[src/rtl/core/calendar_date_stepper_macros.svh]
// Assertion macros of the date stepper RTL, used by cds_back.
// Needs nothing but a clock and a reset in the using module.
`ifndef CALENDAR_DATE_STEPPER_MACROS_SVH
`define CALENDAR_DATE_STEPPER_MACROS_SVH

// same-cycle implication
`define CDS_ASSERT_IMPL(label, clk, rst, ante, cons, msg) \
   label: assert property (@(posedge clk) disable iff (rst) (ante) |-> (cons)) else $error(msg);

// next-cycle implication
`define CDS_ASSERT_NEXT(label, clk, rst, ante, cons, msg) \
   label: assert property (@(posedge clk) disable iff (rst) (ante) |=> (cons)) else $error(msg);

`endif

[src/rtl/core/cds_pkg.sv]
// Types, constants and calendar helpers of the date stepper.
// Used by every other file of the block but the macros header; depends on nothing.
package cds_pkg;

   localparam int DAY_W    = 5;
   localparam int MONTH_W  = 4;
   localparam int YEAR_W   = 14;
   localparam int DELTA_W  = 16;
   localparam int STAT_W   = 2;
   localparam int WYEAR_W  = 16;   // signed year while stepping
   localparam int Q100_W   = 9;    // signed year / 100
   localparam int R100_W   = 7;    // year mod 100
   localparam int QUOT_W   = 8;    // unsigned quotient of a loaded year
   localparam int RECIP_W  = 13;
   localparam int PROD_W   = YEAR_W + RECIP_W;
   localparam int RECIP_SH = 19;
   localparam int CSR_IDX_W = 1;

   // floor(y / 100) = (y * 5243) >> 19, exact for any 14-bit y
   localparam logic [RECIP_W-1:0] DIV100_RECIP = 13'd5243;

   localparam logic [R100_W-1:0]  R100_TOP    = 7'd99;
   localparam logic [MONTH_W-1:0] MONTH_JAN   = 4'd1;
   localparam logic [MONTH_W-1:0] MONTH_FEB   = 4'd2;
   localparam logic [MONTH_W-1:0] MONTH_DEC   = 4'd12;
   localparam logic [DAY_W-1:0]   DAY_FIRST   = 5'd1;
   localparam logic [DAY_W-1:0]   DAY_DEC_END = 5'd31;

   localparam logic [YEAR_W-1:0]  YEAR_MIN_RESET = 14'd1902;
   localparam logic [YEAR_W-1:0]  YEAR_MAX_RESET = 14'd2037;
   localparam logic [YEAR_W-1:0]  CUR_YEAR_RESET = 14'd2000;
   localparam logic [Q100_W-1:0]  CUR_Q100_RESET = 9'd20;
   localparam logic [R100_W-1:0]  CUR_R100_RESET = 7'd0;

   localparam int FIFO_DEPTH = 2;
   localparam int FIFO_PTR_W = 1;
   localparam int FIFO_CNT_W = 2;

   typedef logic [DAY_W-1:0]          day_type;
   typedef logic [MONTH_W-1:0]        month_type;
   typedef logic [YEAR_W-1:0]         year_type;
   typedef logic signed [DELTA_W-1:0] delta_type;
   typedef logic [STAT_W-1:0]         stat_type;
   typedef logic [CSR_IDX_W-1:0]      csr_idx_type;

   typedef enum logic {
      OP_LOAD = 1'b0,
      OP_ADD  = 1'b1
   } opcode_type;

   typedef enum logic [STAT_W-1:0] {
      STATUS_OK        = 2'd0,
      STATUS_BAD_LOAD  = 2'd1,
      STATUS_BAD_RANGE = 2'd2
   } status_type;

   typedef enum logic [CSR_IDX_W-1:0] {
      CSR_YEAR_MIN = 1'b0,
      CSR_YEAR_MAX = 1'b1
   } csr_reg_type;

   typedef enum logic [1:0] {
      FRONT_IDLE,
      FRONT_MUL,
      FRONT_PUSH
   } front_state_type;

   typedef enum logic [1:0] {
      BACK_IDLE,
      BACK_STEP,
      BACK_CHECK,
      BACK_DONE
   } back_state_type;

   // one classified command, front to back
   typedef struct packed {
      opcode_type                opcode;
      logic                      load_ok;
      day_type                   day;
      month_type                 month;
      year_type                  year;
      logic signed [Q100_W-1:0]  q100;
      logic [R100_W-1:0]         r100;
      delta_type                 delta;
   } cmd_type;

   // Gregorian leap test from year mod 4, (year / 100) mod 4 and year mod 100
   function automatic logic is_leap(input logic [1:0] y_lo, input logic [1:0] q_lo,
                                    input logic [R100_W-1:0] r100);
      return (y_lo == 2'd0) && ((r100 != '0) || (q_lo == 2'd0));
   endfunction

   // month length; months outside 1..12 give a don't-care length
   function automatic day_type month_days(input month_type month, input logic leap);
      day_type len;
      case (month)
         MONTH_FEB:                    len = leap ? 5'd29 : 5'd28;
         4'd4, 4'd6, 4'd9, 4'd11:      len = 5'd30;
         default:                      len = 5'd31;
      endcase
      return len;
   endfunction

endpackage

[src/rtl/core/cds_if.sv]
// Handshake channels of the date stepper: request, response, register write.
// Depends on cds_pkg for the payload types.
interface cds_req_if;
   logic                valid;
   logic                ready;
   logic                opcode;
   cds_pkg::day_type    day_in;
   cds_pkg::month_type  month_in;
   cds_pkg::year_type   year_in;
   cds_pkg::delta_type  day_delta;

   modport source (output valid, opcode, day_in, month_in, year_in, day_delta,
                   input ready);
   modport sink   (input valid, opcode, day_in, month_in, year_in, day_delta,
                   output ready);
endinterface

interface cds_rsp_if;
   logic                valid;
   logic                ready;
   cds_pkg::day_type    day_out;
   cds_pkg::month_type  month_out;
   cds_pkg::year_type   year_out;
   cds_pkg::stat_type   status;

   modport source (output valid, day_out, month_out, year_out, status, input ready);
   modport sink   (input valid, day_out, month_out, year_out, status, output ready);
endinterface

interface cds_csr_if;
   logic                  valid;
   logic                  ready;
   cds_pkg::csr_idx_type  index;
   cds_pkg::year_type     data;

   modport source (output valid, index, data, input ready);
   modport sink   (input valid, index, data, output ready);
endinterface

[src/rtl/core/cds_front.sv]
// Front end: takes a request, splits a loaded year by 100 and checks the date.
// Depends on cds_pkg and cds_if; feeds cds_fifo.
module cds_front (
   input  logic              clock,
   input  logic              reset,
   cds_req_if.sink           req_chan,
   input  cds_pkg::year_type year_min,
   input  cds_pkg::year_type year_max,
   output cds_pkg::cmd_type  push_data,
   output logic              push_valid,
   input  logic              push_ready
);
   import cds_pkg::*;

   front_state_type state_ff, state_in;

   opcode_type           opcode_ff;
   day_type              day_ff;
   month_type            month_ff;
   year_type             year_ff;
   delta_type            delta_ff;
   logic [QUOT_W-1:0]    quot_ff;

   logic                 accept;
   logic [PROD_W-1:0]    prod;
   logic [YEAR_W-1:0]    hund;
   logic [YEAR_W-1:0]    rem;
   logic [R100_W-1:0]    r100;
   logic                 leap;
   logic                 month_ok;
   logic                 year_ok;
   logic                 day_ok;

   assign accept = req_chan.valid && req_chan.ready;

   // next state
   always_comb begin
      state_in = state_ff;
      case (state_ff)
         FRONT_IDLE: if (req_chan.valid) state_in = FRONT_MUL;
         FRONT_MUL:  state_in = FRONT_PUSH;
         FRONT_PUSH: if (push_ready) state_in = FRONT_IDLE;
         default:    state_in = FRONT_IDLE;
      endcase
   end

   // outputs
   always_comb begin
      req_chan.ready = 1'b0;
      push_valid     = 1'b0;
      case (state_ff)
         FRONT_IDLE: req_chan.ready = 1'b1;
         FRONT_PUSH: push_valid     = 1'b1;
         default: ;
      endcase
   end

   always_ff @(posedge clock) begin
      if (reset) begin
         state_ff <= FRONT_IDLE;
      end else begin
         state_ff <= state_in;
      end
   end

   // captured request and quotient
   assign prod = PROD_W'(year_ff) * PROD_W'(DIV100_RECIP);

   always_ff @(posedge clock) begin
      if (accept) begin
         opcode_ff <= opcode_type'(req_chan.opcode);
         day_ff    <= req_chan.day_in;
         month_ff  <= req_chan.month_in;
         year_ff   <= req_chan.year_in;
         delta_ff  <= req_chan.day_delta;
      end
      if (state_ff == FRONT_MUL) begin
         quot_ff <= prod[RECIP_SH +: QUOT_W];
      end
   end

   // remainder, leap test and date check
   assign hund     = YEAR_W'(quot_ff) * YEAR_W'(100);
   assign rem      = year_ff - hund;
   assign r100     = rem[R100_W-1:0];
   assign leap     = is_leap(year_ff[1:0], quot_ff[1:0], r100);
   assign month_ok = (month_ff inside {[MONTH_JAN:MONTH_DEC]});
   assign year_ok  = (year_ff >= year_min) && (year_ff <= year_max);
   assign day_ok   = (day_ff != '0) && (day_ff <= month_days(month_ff, leap));

   always_comb begin
      push_data.opcode  = opcode_ff;
      push_data.load_ok = month_ok && year_ok && day_ok;
      push_data.day     = day_ff;
      push_data.month   = month_ff;
      push_data.year    = year_ff;
      push_data.q100    = Q100_W'(quot_ff);
      push_data.r100    = r100;
      push_data.delta   = delta_ff;
   end

endmodule

[src/rtl/core/cds_fifo.sv]
// Two-entry command queue between front and back end.
// Depends on cds_pkg for the entry type.
module cds_fifo (
   input  logic             clock,
   input  logic             reset,
   input  logic             push_valid,
   output logic             push_ready,
   input  cds_pkg::cmd_type push_data,
   output logic             pop_valid,
   input  logic             pop_ready,
   output cds_pkg::cmd_type pop_data
);
   import cds_pkg::*;

   cmd_type                slot_ff [FIFO_DEPTH];
   logic [FIFO_PTR_W-1:0]  wr_ptr_ff, wr_ptr_in;
   logic [FIFO_PTR_W-1:0]  rd_ptr_ff, rd_ptr_in;
   logic [FIFO_CNT_W-1:0]  count_ff, count_in;
   logic                   do_push;
   logic                   do_pop;

   assign push_ready = (count_ff != FIFO_CNT_W'(FIFO_DEPTH));
   assign pop_valid  = (count_ff != '0);
   assign pop_data   = slot_ff[rd_ptr_ff];
   assign do_push    = push_valid && push_ready;
   assign do_pop     = pop_valid && pop_ready;

   // pointers and fill count
   always_comb begin
      wr_ptr_in = do_push ? wr_ptr_ff + FIFO_PTR_W'(1) : wr_ptr_ff;
      rd_ptr_in = do_pop  ? rd_ptr_ff + FIFO_PTR_W'(1) : rd_ptr_ff;
      count_in  = count_ff;
      if (do_push && !do_pop) count_in = count_ff + FIFO_CNT_W'(1);
      if (do_pop && !do_push) count_in = count_ff - FIFO_CNT_W'(1);
   end

   always_ff @(posedge clock) begin
      if (reset) begin
         wr_ptr_ff <= '0;
         rd_ptr_ff <= '0;
         count_ff  <= '0;
      end else begin
         wr_ptr_ff <= wr_ptr_in;
         rd_ptr_ff <= rd_ptr_in;
         count_ff  <= count_in;
      end
   end

   always_ff @(posedge clock) begin
      if (do_push) begin
         slot_ff[wr_ptr_ff] <= push_data;
      end
   end

endmodule

[src/rtl/core/cds_back.sv]
// Back end: holds the date, steps it one day per cycle, checks the result
// and drives the response register. Depends on cds_pkg, cds_if, macros.
module cds_back (
   input  logic              clock,
   input  logic              reset,
   input  cds_pkg::cmd_type  pop_data,
   input  logic              pop_valid,
   output logic              pop_ready,
   input  cds_pkg::year_type year_min,
   input  cds_pkg::year_type year_max,
   cds_rsp_if.source         rsp_chan
);
   import cds_pkg::*;
   `include "calendar_date_stepper_macros.svh"

   back_state_type state_ff, state_in;

   // stored date with its split year
   day_type                    cur_day_ff,   cur_day_in;
   month_type                  cur_month_ff, cur_month_in;
   year_type                   cur_year_ff,  cur_year_in;
   logic signed [Q100_W-1:0]   cur_q100_ff,  cur_q100_in;
   logic [R100_W-1:0]          cur_r100_ff,  cur_r100_in;

   // date being stepped
   day_type                    work_day_ff,   work_day_in;
   month_type                  work_month_ff, work_month_in;
   logic signed [WYEAR_W-1:0]  work_year_ff,  work_year_in;
   logic signed [Q100_W-1:0]   work_q100_ff,  work_q100_in;
   logic [R100_W-1:0]          work_r100_ff,  work_r100_in;
   logic [DELTA_W-1:0]         remain_ff,     remain_in;
   logic                       back_ff,       back_in;

   status_type                 status_ff,     status_in;
   logic                       rsp_valid_ff,  rsp_valid_in;
   day_type                    rsp_day_ff;
   month_type                  rsp_month_ff;
   year_type                   rsp_year_ff;
   status_type                 rsp_status_ff;

   logic                       slot_free;
   logic                       emit;
   logic                       work_leap;
   day_type                    work_len;
   logic [DELTA_W-1:0]         delta_mag;
   logic                       range_ok;

   assign slot_free = !rsp_valid_ff || rsp_chan.ready;
   assign emit      = (state_ff == BACK_DONE) && slot_free;
   assign work_leap = is_leap(work_year_ff[1:0], work_q100_ff[1:0], work_r100_ff);
   assign work_len  = month_days(work_month_ff, work_leap);
   assign delta_mag = pop_data.delta[DELTA_W-1] ? (~pop_data.delta + DELTA_W'(1))
                                                : pop_data.delta;
   assign range_ok  = (work_year_ff >= $signed({2'b00, year_min}))
                   && (work_year_ff <= $signed({2'b00, year_max}));

   // next state
   always_comb begin
      state_in = state_ff;
      case (state_ff)
         BACK_IDLE: begin
            if (pop_valid) state_in = (pop_data.opcode == OP_ADD) ? BACK_STEP : BACK_DONE;
         end
         BACK_STEP:  if (remain_ff == '0) state_in = BACK_CHECK;
         BACK_CHECK: state_in = BACK_DONE;
         BACK_DONE:  if (slot_free) state_in = BACK_IDLE;
         default:    state_in = BACK_IDLE;
      endcase
   end

   // outputs
   always_comb begin
      pop_ready = 1'b0;
      case (state_ff)
         BACK_IDLE: pop_ready = 1'b1;
         default: ;
      endcase
   end

   // datapath next values
   always_comb begin
      cur_day_in    = cur_day_ff;
      cur_month_in  = cur_month_ff;
      cur_year_in   = cur_year_ff;
      cur_q100_in   = cur_q100_ff;
      cur_r100_in   = cur_r100_ff;
      work_day_in   = work_day_ff;
      work_month_in = work_month_ff;
      work_year_in  = work_year_ff;
      work_q100_in  = work_q100_ff;
      work_r100_in  = work_r100_ff;
      remain_in     = remain_ff;
      back_in       = back_ff;
      status_in     = status_ff;
      case (state_ff)
         BACK_IDLE: begin
            if (pop_valid) begin
               work_day_in   = cur_day_ff;
               work_month_in = cur_month_ff;
               work_year_in  = WYEAR_W'(cur_year_ff);
               work_q100_in  = cur_q100_ff;
               work_r100_in  = cur_r100_ff;
               remain_in     = delta_mag;
               back_in       = pop_data.delta[DELTA_W-1];
               status_in     = STATUS_OK;
               if (pop_data.opcode == OP_LOAD) begin
                  if (pop_data.load_ok) begin
                     cur_day_in   = pop_data.day;
                     cur_month_in = pop_data.month;
                     cur_year_in  = pop_data.year;
                     cur_q100_in  = pop_data.q100;
                     cur_r100_in  = pop_data.r100;
                  end else begin
                     status_in = STATUS_BAD_LOAD;
                  end
               end
            end
         end
         BACK_STEP: begin
            if (remain_ff != '0) begin
               remain_in = remain_ff - DELTA_W'(1);
               if (!back_ff) begin
                  // one day forward
                  if (work_day_ff == work_len) begin
                     work_day_in = DAY_FIRST;
                     if (work_month_ff == MONTH_DEC) begin
                        work_month_in = MONTH_JAN;
                        work_year_in  = work_year_ff + WYEAR_W'(1);
                        if (work_r100_ff == R100_TOP) begin
                           work_r100_in = '0;
                           work_q100_in = work_q100_ff + Q100_W'(1);
                        end else begin
                           work_r100_in = work_r100_ff + R100_W'(1);
                        end
                     end else begin
                        work_month_in = work_month_ff + MONTH_W'(1);
                     end
                  end else begin
                     work_day_in = work_day_ff + DAY_W'(1);
                  end
               end else begin
                  // one day back
                  if (work_day_ff == DAY_FIRST) begin
                     if (work_month_ff == MONTH_JAN) begin
                        work_month_in = MONTH_DEC;
                        work_day_in   = DAY_DEC_END;
                        work_year_in  = work_year_ff - WYEAR_W'(1);
                        if (work_r100_ff == '0) begin
                           work_r100_in = R100_TOP;
                           work_q100_in = work_q100_ff - Q100_W'(1);
                        end else begin
                           work_r100_in = work_r100_ff - R100_W'(1);
                        end
                     end else begin
                        work_month_in = work_month_ff - MONTH_W'(1);
                        work_day_in   = month_days(work_month_ff - MONTH_W'(1), work_leap);
                     end
                  end else begin
                     work_day_in = work_day_ff - DAY_W'(1);
                  end
               end
            end
         end
         BACK_CHECK: begin
            // day and month are right by construction; only the year can fail
            if (range_ok) begin
               cur_day_in   = work_day_ff;
               cur_month_in = work_month_ff;
               cur_year_in  = work_year_ff[YEAR_W-1:0];
               cur_q100_in  = work_q100_ff;
               cur_r100_in  = work_r100_ff;
            end else begin
               status_in = STATUS_BAD_RANGE;
            end
         end
         default: ;
      endcase
   end

   // response register
   always_comb begin
      rsp_valid_in = rsp_valid_ff;
      if (emit) begin
         rsp_valid_in = 1'b1;
      end else if (rsp_chan.ready) begin
         rsp_valid_in = 1'b0;
      end
   end

   always_ff @(posedge clock) begin
      if (reset) begin
         state_ff     <= BACK_IDLE;
         rsp_valid_ff <= 1'b0;
         cur_day_ff   <= DAY_FIRST;
         cur_month_ff <= MONTH_JAN;
         cur_year_ff  <= CUR_YEAR_RESET;
         cur_q100_ff  <= CUR_Q100_RESET;
         cur_r100_ff  <= CUR_R100_RESET;
      end else begin
         state_ff     <= state_in;
         rsp_valid_ff <= rsp_valid_in;
         cur_day_ff   <= cur_day_in;
         cur_month_ff <= cur_month_in;
         cur_year_ff  <= cur_year_in;
         cur_q100_ff  <= cur_q100_in;
         cur_r100_ff  <= cur_r100_in;
      end
   end

   always_ff @(posedge clock) begin
      work_day_ff   <= work_day_in;
      work_month_ff <= work_month_in;
      work_year_ff  <= work_year_in;
      work_q100_ff  <= work_q100_in;
      work_r100_ff  <= work_r100_in;
      remain_ff     <= remain_in;
      back_ff       <= back_in;
      status_ff     <= status_in;
      if (emit) begin
         rsp_day_ff    <= cur_day_ff;
         rsp_month_ff  <= cur_month_ff;
         rsp_year_ff   <= cur_year_ff;
         rsp_status_ff <= status_ff;
      end
   end

   assign rsp_chan.valid     = rsp_valid_ff;
   assign rsp_chan.day_out   = rsp_day_ff;
   assign rsp_chan.month_out = rsp_month_ff;
   assign rsp_chan.year_out  = rsp_year_ff;
   assign rsp_chan.status    = rsp_status_ff;

   // checks
   `CDS_ASSERT_NEXT(a_step_count, clock, reset, (state_ff == BACK_STEP) && (remain_ff != '0), remain_ff == $past(remain_ff) - DELTA_W'(1), "step count did not fall by one")
   `CDS_ASSERT_IMPL(a_cur_month, clock, reset, 1'b1, (cur_month_ff >= MONTH_JAN) && (cur_month_ff <= MONTH_DEC), "stored month out of 1..12")
   `CDS_ASSERT_IMPL(a_work_day, clock, reset, state_ff == BACK_STEP, (work_day_ff != '0) && (work_day_ff <= work_len), "stepped day outside its month")
   `CDS_ASSERT_IMPL(a_work_r100, clock, reset, state_ff == BACK_STEP, work_r100_ff <= R100_TOP, "year remainder out of range")
   `CDS_ASSERT_NEXT(a_no_drop, clock, reset, rsp_valid_ff && !rsp_chan.ready, rsp_valid_ff && $stable(rsp_year_ff), "response dropped while stalled")

endmodule

[src/rtl/core/calendar_date_stepper.sv]
// Top level of the date stepper: limit registers, front end, queue, back end.
// Depends on cds_pkg, cds_if, cds_front, cds_fifo and cds_back.
//
//   port       dir   carries
//   req_chan   in    opcode, day_in, month_in, year_in, day_delta
//   rsp_chan   out   day_out, month_out, year_out, status
//   csr_chan   in    index (0 year_min, 1 year_max), data
//
// An add steps the date |day_delta| days, one day at a time, in the
// back-end stepping loop. The front end takes the next request while the
// back end is busy, up to two queued commands. Reset is synchronous and
// restores 2000-01-01 and limits 1902..2037. A stalled response holds;
// the back end waits on it.
module calendar_date_stepper (
   input  logic    clock,
   input  logic    reset,
   cds_req_if.sink   req_chan,
   cds_rsp_if.source rsp_chan,
   cds_csr_if.sink   csr_chan
);
   import cds_pkg::*;

   year_type  year_min_ff, year_min_in;
   year_type  year_max_ff, year_max_in;
   cmd_type   push_data;
   logic      push_valid;
   logic      push_ready;
   cmd_type   pop_data;
   logic      pop_valid;
   logic      pop_ready;

   // limit registers
   assign csr_chan.ready = 1'b1;

   always_comb begin
      year_min_in = year_min_ff;
      year_max_in = year_max_ff;
      if (csr_chan.valid) begin
         case (csr_reg_type'(csr_chan.index))
            CSR_YEAR_MIN: year_min_in = csr_chan.data;
            CSR_YEAR_MAX: year_max_in = csr_chan.data;
            default: ;
         endcase
      end
   end

   always_ff @(posedge clock) begin
      if (reset) begin
         year_min_ff <= YEAR_MIN_RESET;
         year_max_ff <= YEAR_MAX_RESET;
      end else begin
         year_min_ff <= year_min_in;
         year_max_ff <= year_max_in;
      end
   end

   cds_front u_front (
      .clock      (clock),
      .reset      (reset),
      .req_chan   (req_chan),
      .year_min   (year_min_ff),
      .year_max   (year_max_ff),
      .push_data  (push_data),
      .push_valid (push_valid),
      .push_ready (push_ready)
   );

   cds_fifo u_fifo (
      .clock      (clock),
      .reset      (reset),
      .push_valid (push_valid),
      .push_ready (push_ready),
      .push_data  (push_data),
      .pop_valid  (pop_valid),
      .pop_ready  (pop_ready),
      .pop_data   (pop_data)
   );

   cds_back u_back (
      .clock     (clock),
      .reset     (reset),
      .pop_data  (pop_data),
      .pop_valid (pop_valid),
      .pop_ready (pop_ready),
      .year_min  (year_min_ff),
      .year_max  (year_max_ff),
      .rsp_chan  (rsp_chan)
   );

endmodule

[src/flat_wrapper.sv]
// flat-port wrapper written by rule: the top's interface ports become plain ports
module calendar_date_stepper_flat import cds_pkg::*;
  (clock, reset, req_chan_valid, req_chan_opcode, req_chan_day_in, req_chan_month_in, req_chan_year_in, req_chan_day_delta, req_chan_ready, rsp_chan_valid, rsp_chan_day_out, rsp_chan_month_out, rsp_chan_year_out, rsp_chan_status, rsp_chan_ready, csr_chan_valid, csr_chan_index, csr_chan_data, csr_chan_ready);
  cds_req_if req_chan_i ();
  cds_rsp_if rsp_chan_i ();
  cds_csr_if csr_chan_i ();
  input  logic clock;
  input  logic reset;
  input wire logic [$bits(req_chan_i.valid)-1:0] req_chan_valid;
  input wire logic [$bits(req_chan_i.opcode)-1:0] req_chan_opcode;
  input wire logic [$bits(req_chan_i.day_in)-1:0] req_chan_day_in;
  input wire logic [$bits(req_chan_i.month_in)-1:0] req_chan_month_in;
  input wire logic [$bits(req_chan_i.year_in)-1:0] req_chan_year_in;
  input wire logic [$bits(req_chan_i.day_delta)-1:0] req_chan_day_delta;
  output wire logic [$bits(req_chan_i.ready)-1:0] req_chan_ready;
  output wire logic [$bits(rsp_chan_i.valid)-1:0] rsp_chan_valid;
  output wire logic [$bits(rsp_chan_i.day_out)-1:0] rsp_chan_day_out;
  output wire logic [$bits(rsp_chan_i.month_out)-1:0] rsp_chan_month_out;
  output wire logic [$bits(rsp_chan_i.year_out)-1:0] rsp_chan_year_out;
  output wire logic [$bits(rsp_chan_i.status)-1:0] rsp_chan_status;
  input wire logic [$bits(rsp_chan_i.ready)-1:0] rsp_chan_ready;
  input wire logic [$bits(csr_chan_i.valid)-1:0] csr_chan_valid;
  input wire logic [$bits(csr_chan_i.index)-1:0] csr_chan_index;
  input wire logic [$bits(csr_chan_i.data)-1:0] csr_chan_data;
  output wire logic [$bits(csr_chan_i.ready)-1:0] csr_chan_ready;
  assign req_chan_i.valid = req_chan_valid;
  assign req_chan_i.opcode = req_chan_opcode;
  assign req_chan_i.day_in = req_chan_day_in;
  assign req_chan_i.month_in = req_chan_month_in;
  assign req_chan_i.year_in = req_chan_year_in;
  assign req_chan_i.day_delta = req_chan_day_delta;
  assign req_chan_ready = req_chan_i.ready;
  assign rsp_chan_valid = rsp_chan_i.valid;
  assign rsp_chan_day_out = rsp_chan_i.day_out;
  assign rsp_chan_month_out = rsp_chan_i.month_out;
  assign rsp_chan_year_out = rsp_chan_i.year_out;
  assign rsp_chan_status = rsp_chan_i.status;
  assign rsp_chan_i.ready = rsp_chan_ready;
  assign csr_chan_i.valid = csr_chan_valid;
  assign csr_chan_i.index = csr_chan_index;
  assign csr_chan_i.data = csr_chan_data;
  assign csr_chan_ready = csr_chan_i.ready;
  calendar_date_stepper u_core (.clock(clock), .reset(reset), .req_chan(req_chan_i), .rsp_chan(rsp_chan_i), .csr_chan(csr_chan_i));
endmodule
[config.mk]
export PLATFORM = sky130hd
export DESIGN_NAME = calendar_date_stepper_flat
export DESIGN_NICKNAME = d
export VERILOG_FILES = /design/src/rtl/core/cds_pkg.sv /design/src/rtl/core/cds_if.sv /design/src/rtl/core/cds_front.sv /design/src/rtl/core/cds_fifo.sv /design/src/rtl/core/cds_back.sv /design/src/rtl/core/calendar_date_stepper.sv /design/src/flat_wrapper.sv
export VERILOG_INCLUDE_DIRS = /design/src /design/src/rtl/core
export SDC_FILE = /design/constraint.sdc
export NUM_CORES = 1
export LEC_CHECK = 0
export BUFFER_PORTS_ARGS = -buffer_cell sky130_fd_sc_hd__buf_2
export CAP_MARGIN = 40
export CORE_UTILIZATION = 30
export CTS_BUF_LIST = sky130_fd_sc_hd__clkbuf_16
export CTS_CLUSTER_SIZE = 25
export DETAILED_ROUTE_END_ITERATION = 6
export SLEW_MARGIN = 20
export SYNTH_ARGS = -nofsm -noshare
export SYNTH_HDL_FRONTEND = slang
export SYNTH_SLANG_ARGS = --single-unit
[constraint.sdc]
create_clock -name clock -period 6.7 [get_ports clock]
set_input_delay 0.67 -clock clock [delete_from_list [all_inputs] [get_ports clock]]
set_output_delay 0.67 -clock clock [all_outputs]
set_load 0.01 [all_outputs]
==> flow_metrics.tcl <==
set metrics [dict create \
    status "finished clean" \
    vias 12100 \
    hold_viol 0 \
    crit_path_start_kind "register" \
    cp.required_ps 6980 \
    start_util_pct 30.4 \
    syn_inst 1601 \
    cp_data_arrival_time_ps 5890 \
    cts_tree "yes" \
    crit_fanout 9 \
    synth-seq-area-share_pct 45.3 \
    syn-num-nets 1909 \
    placed_cells 2406 \
    hp-class "primary input to register" \
    slew_headroom_pct 38.5 \
    drc 0 \
    rrSetupSlack_ps 1090 \
    grt_overflow_total 0 \
    end_kind "register" \
    fmax_mhz 178 \
    clk_pin_slew_ps 60 \
    ant_nets 0 \
    routedWlPerCell_um 17.2 \
    gp_congestion 0.857 \
    ys.flop_type "edfxtp_1" \
    cts_resized 0 \
    worstReg2RegEnd "u_core.u_front.quot_ff[4]" \
    period_needed_ps 5610 \
    instances_no_fill 2471 \
    antenna_found_initial 1 \
    cts_buffers 35 \
    finalSetupTns_ps 0 \
    io_pins 88 \
    cap_violations 0 \
    min_period_over_period_pct 83.7 \
    r2r_start "u_core.u_front.year_ff[4]" \
    hpwl_mm 31.6 \
    hold_buffers 0 \
    path_delay_family "adder cells" \
    drv_slew 0 \
    drt_pass1_iterations 7 \
    grt.total_usage_pct 14.4 \
    synthesis.area_um2 17600 \
    crit_cells 16 \
    die-area_um2 59600 \
    crit_end "u_core.u_front.quot_ff[4]" \
    criticalPathCategory "register to register" \
    cts_max_level 2 \
    crit_start "u_core.u_front.year_ff[4]" \
    rsz0062_at_grt "false" \
    num_antenna_cells 0 \
    drive_gt1_share_pct 10.4 \
    fin_skew_ps 27.0 \
    crit_buf_inv 4 \
    clk_path_buf_depth 3 \
    p_per_area_nw_per_um2 411 \
    die_width_um 244 \
    crit_path_cell_trace "inv_1 -> fa_1 -> inv_1 -> ha_1 -> fa_1 -> inv_1 -> fa_1 -> fa_1 -> inv_1 -> ha_1 -> and3_1 -> a221o_1 -> a2111oi_0 -> a211oi_1 -> a311oi_1 -> xnor2_1" \
    p_leak_nw 8.16 \
    core_area_um2 57800 \
    rows 88 \
    root_buffer "clkbuf_16" \
    grt_pass1_wl_mm 67.3 \
    worst_pin_slew_ps 917 \
    yosys_warnings 0 \
    cts_sinks 289 \
    synthArstFlopShare_pct 0 \
    synth-edff-count 219 \
    cp_slowest_cell "fa_1" \
    drt_iter0_markers 743 \
    syn_to_final_growth_pct 13.9 \
    post_cts_buffers 0 \
    portBuffers 86 \
    num-nets-final 1987 \
    clk_latency_ps 560 \
    crit_path_max_incr_delay_ps 590 \
    synth_area_per_cell_um2 11.0 \
    reg2regPathDepth 16 \
    grt_max_degree 63 \
    first_global_vias 12200 \
    ir_drop_mv 0.181 \
    ys_types 67 \
    finalSetupViolCount 0 \
    die_h_um 244 \
    ys_ff_latch 289 \
    routed_wl_mm 42.4 \
    viasPerCell 4.88 \
]
==> where the power goes <==
| group | leakage [nW] | internal, mW | total, mW | switching [mW] |
|---|---|---|---|---|
| Clock | 0.583 | 1.08 | 1.85 | 0.766 |
| Combinational | 4.98 | 1.46 | 3.51 | 2.05 |
| Sequential | 2.60 | 2.47 | 2.87 | 0.405 |
| Total | 8.16 | 5.01 | 8.23 | 3.22 |
==> through the flow <==
stage | cell area, µm² | hold slack (ps) | power, mW | utilization [%] | worst slack, ps
after floorplan | 17600 | 400 | 5.44 | - | 1520
after global placement | 18800 | 424 | 6.27 | 32.6 | 1150
after detailed placement | 18900 | 420 | 6.39 | 32.7 | 1100
after CTS | 20000 | 276 | 8.28 | 34.6 | 1070
after global routing | 20000 | 285 | 8.90 | 34.7 | 660
final | 20000 | 306 | 8.23 | 34.7 | 1090
==> layer usage <==
layer / vias up / wire length (µm) / global-route usage, %
met2: 250 / 20200 / 23.9
met3: 66 / 1830 / 2.40
met5: - / 17 / 0
met4: 2 / 984 / 4.39
li1: 5831 / - / -
met1: 5904 / 19400 / 19.1
==> synthesized netlist by cell type, drive strengths merged, types with 5 or more instances <==
| master | n | share of area, % |
|---|---|---|
| nor3b | 8 | 0.34 |
| or3 | 9 | 0.32 |
| nor2 | 109 | 2.3 |
| xor2 | 20 | 1.0 |
| and2 | 8 | 0.28 |
| edfxtp | 219 | 37 |
| dfxtp | 70 | 8.0 |
| nand2 | 94 | 2.0 |
| or4 | 6 | 0.26 |
| a211oi | 21 | 0.90 |
| nand3 | 21 | 0.60 |
| nor4 | 6 | 0.21 |
| nand3b | 11 | 0.47 |
| a21oi | 103 | 2.9 |
| fa | 64 | 7.3 |
| nor3 | 27 | 0.77 |
| and3 | 6 | 0.21 |
| a21o | 18 | 0.77 |
| nand2b | 5 | 0.18 |
| buf | 15 | 0.47 |
| nor2b | 34 | 1.2 |
| o21ai | 75 | 2.1 |
| ha | 184 | 13 |
| o21a | 10 | 0.43 |
| a211o | 16 | 0.80 |
| o31ai | 24 | 1.0 |
| o211ai | 9 | 0.38 |
| mux2 | 11 | 0.70 |
| mux2i | 57 | 3.2 |
| inv | 185 | 3.9 |
| clkbuf | 45 | 0.96 |
| nand4 | 11 | 0.39 |
| xnor2 | 49 | 2.4 |
==> cell families (layout without fill, tap and decap cells) <==
group | count (synthesis) | in the layout | synth area share (%)
multiplexers | 69 | 69 | 4.07
buffers and inverters | 246 | 351 | 5.40
AND/OR/NAND/NOR | 359 | 359 | 9.76
flip-flops | 289 | 289 | 45.3
other | 1 | 1 | 0.0213
AO/OA/AOI/OAI | 320 | 320 | 11.6
adder cells (fa/ha/maj) | 248 | 248 | 20.4
XOR/XNOR | 69 | 69 | 3.43
==> state kept, by name, indices dropped and copies added, names as in the netlist, 16 cells and up, named ones only <==
register / cells
u_core.u_back.work_year_ff: 16
u_core.u_fifo.slot_ff: 96
u_core.u_front.delta_ff: 16
u_core.u_back.remain_ff: 16
==> final cells by class <==
cell class | count | area (µm²)
Clock buffer | 37 | 926
Clock inverter | 27 | 198
Fill cell | 5747 | 37800
Inverter | 186 | 698
Multi-Input combinational cell | 1066 | 8690
Sequential cell | 289 | 7980
Tap cell | 765 | 957
Timing Repair Buffer | 101 | 591
==> placed cells by master, fill, tap and decap left out, drive strengths merged, types with 8 or more instances in the layout <==
cell type,n
o21a,10
a211oi,21
nand4,11
a211o,16
nor3b,8
mux2i,57
o31ai,24
nand3b,11
buf,101
xor2,20
o21ai,75
nand2,94
mux2,11
nor2,109
dfxtp,70
and2,8
nor2b,34
a21oi,103
ha,184
nand3,21
nor3,27
fa,64
edfxtp,219
a21o,18
xnor2,49
clkbuf,37
clkinv,11
or3,9
o211ai,9
inv,198
==> how the worst min path moves through the flow <==
stage	to	depth (start not counted)	startpoint	slack, ps
floorplan	u_core.u_back.rsp_chan.status[0]	0	u_core.u_back.status_ff[0]	400
global placement	u_core.u_fifo.slot_ff[0][55]	0	u_core.u_front.opcode_ff	420
detailed placement	u_core.u_back.rsp_chan.month_out[3]	0	u_core.u_back.cur_month_ff[3]	420
CTS	u_core.u_front.day_ff[4]	1	req_chan_day_in[4]	280
global route	u_core.u_front.delta_ff[7]	1	req_chan_day_delta[7]	280
finish	u_core.u_front.day_ff[4]	1	req_chan_day_in[4]	310
Power figures use the tool's default switching activity.
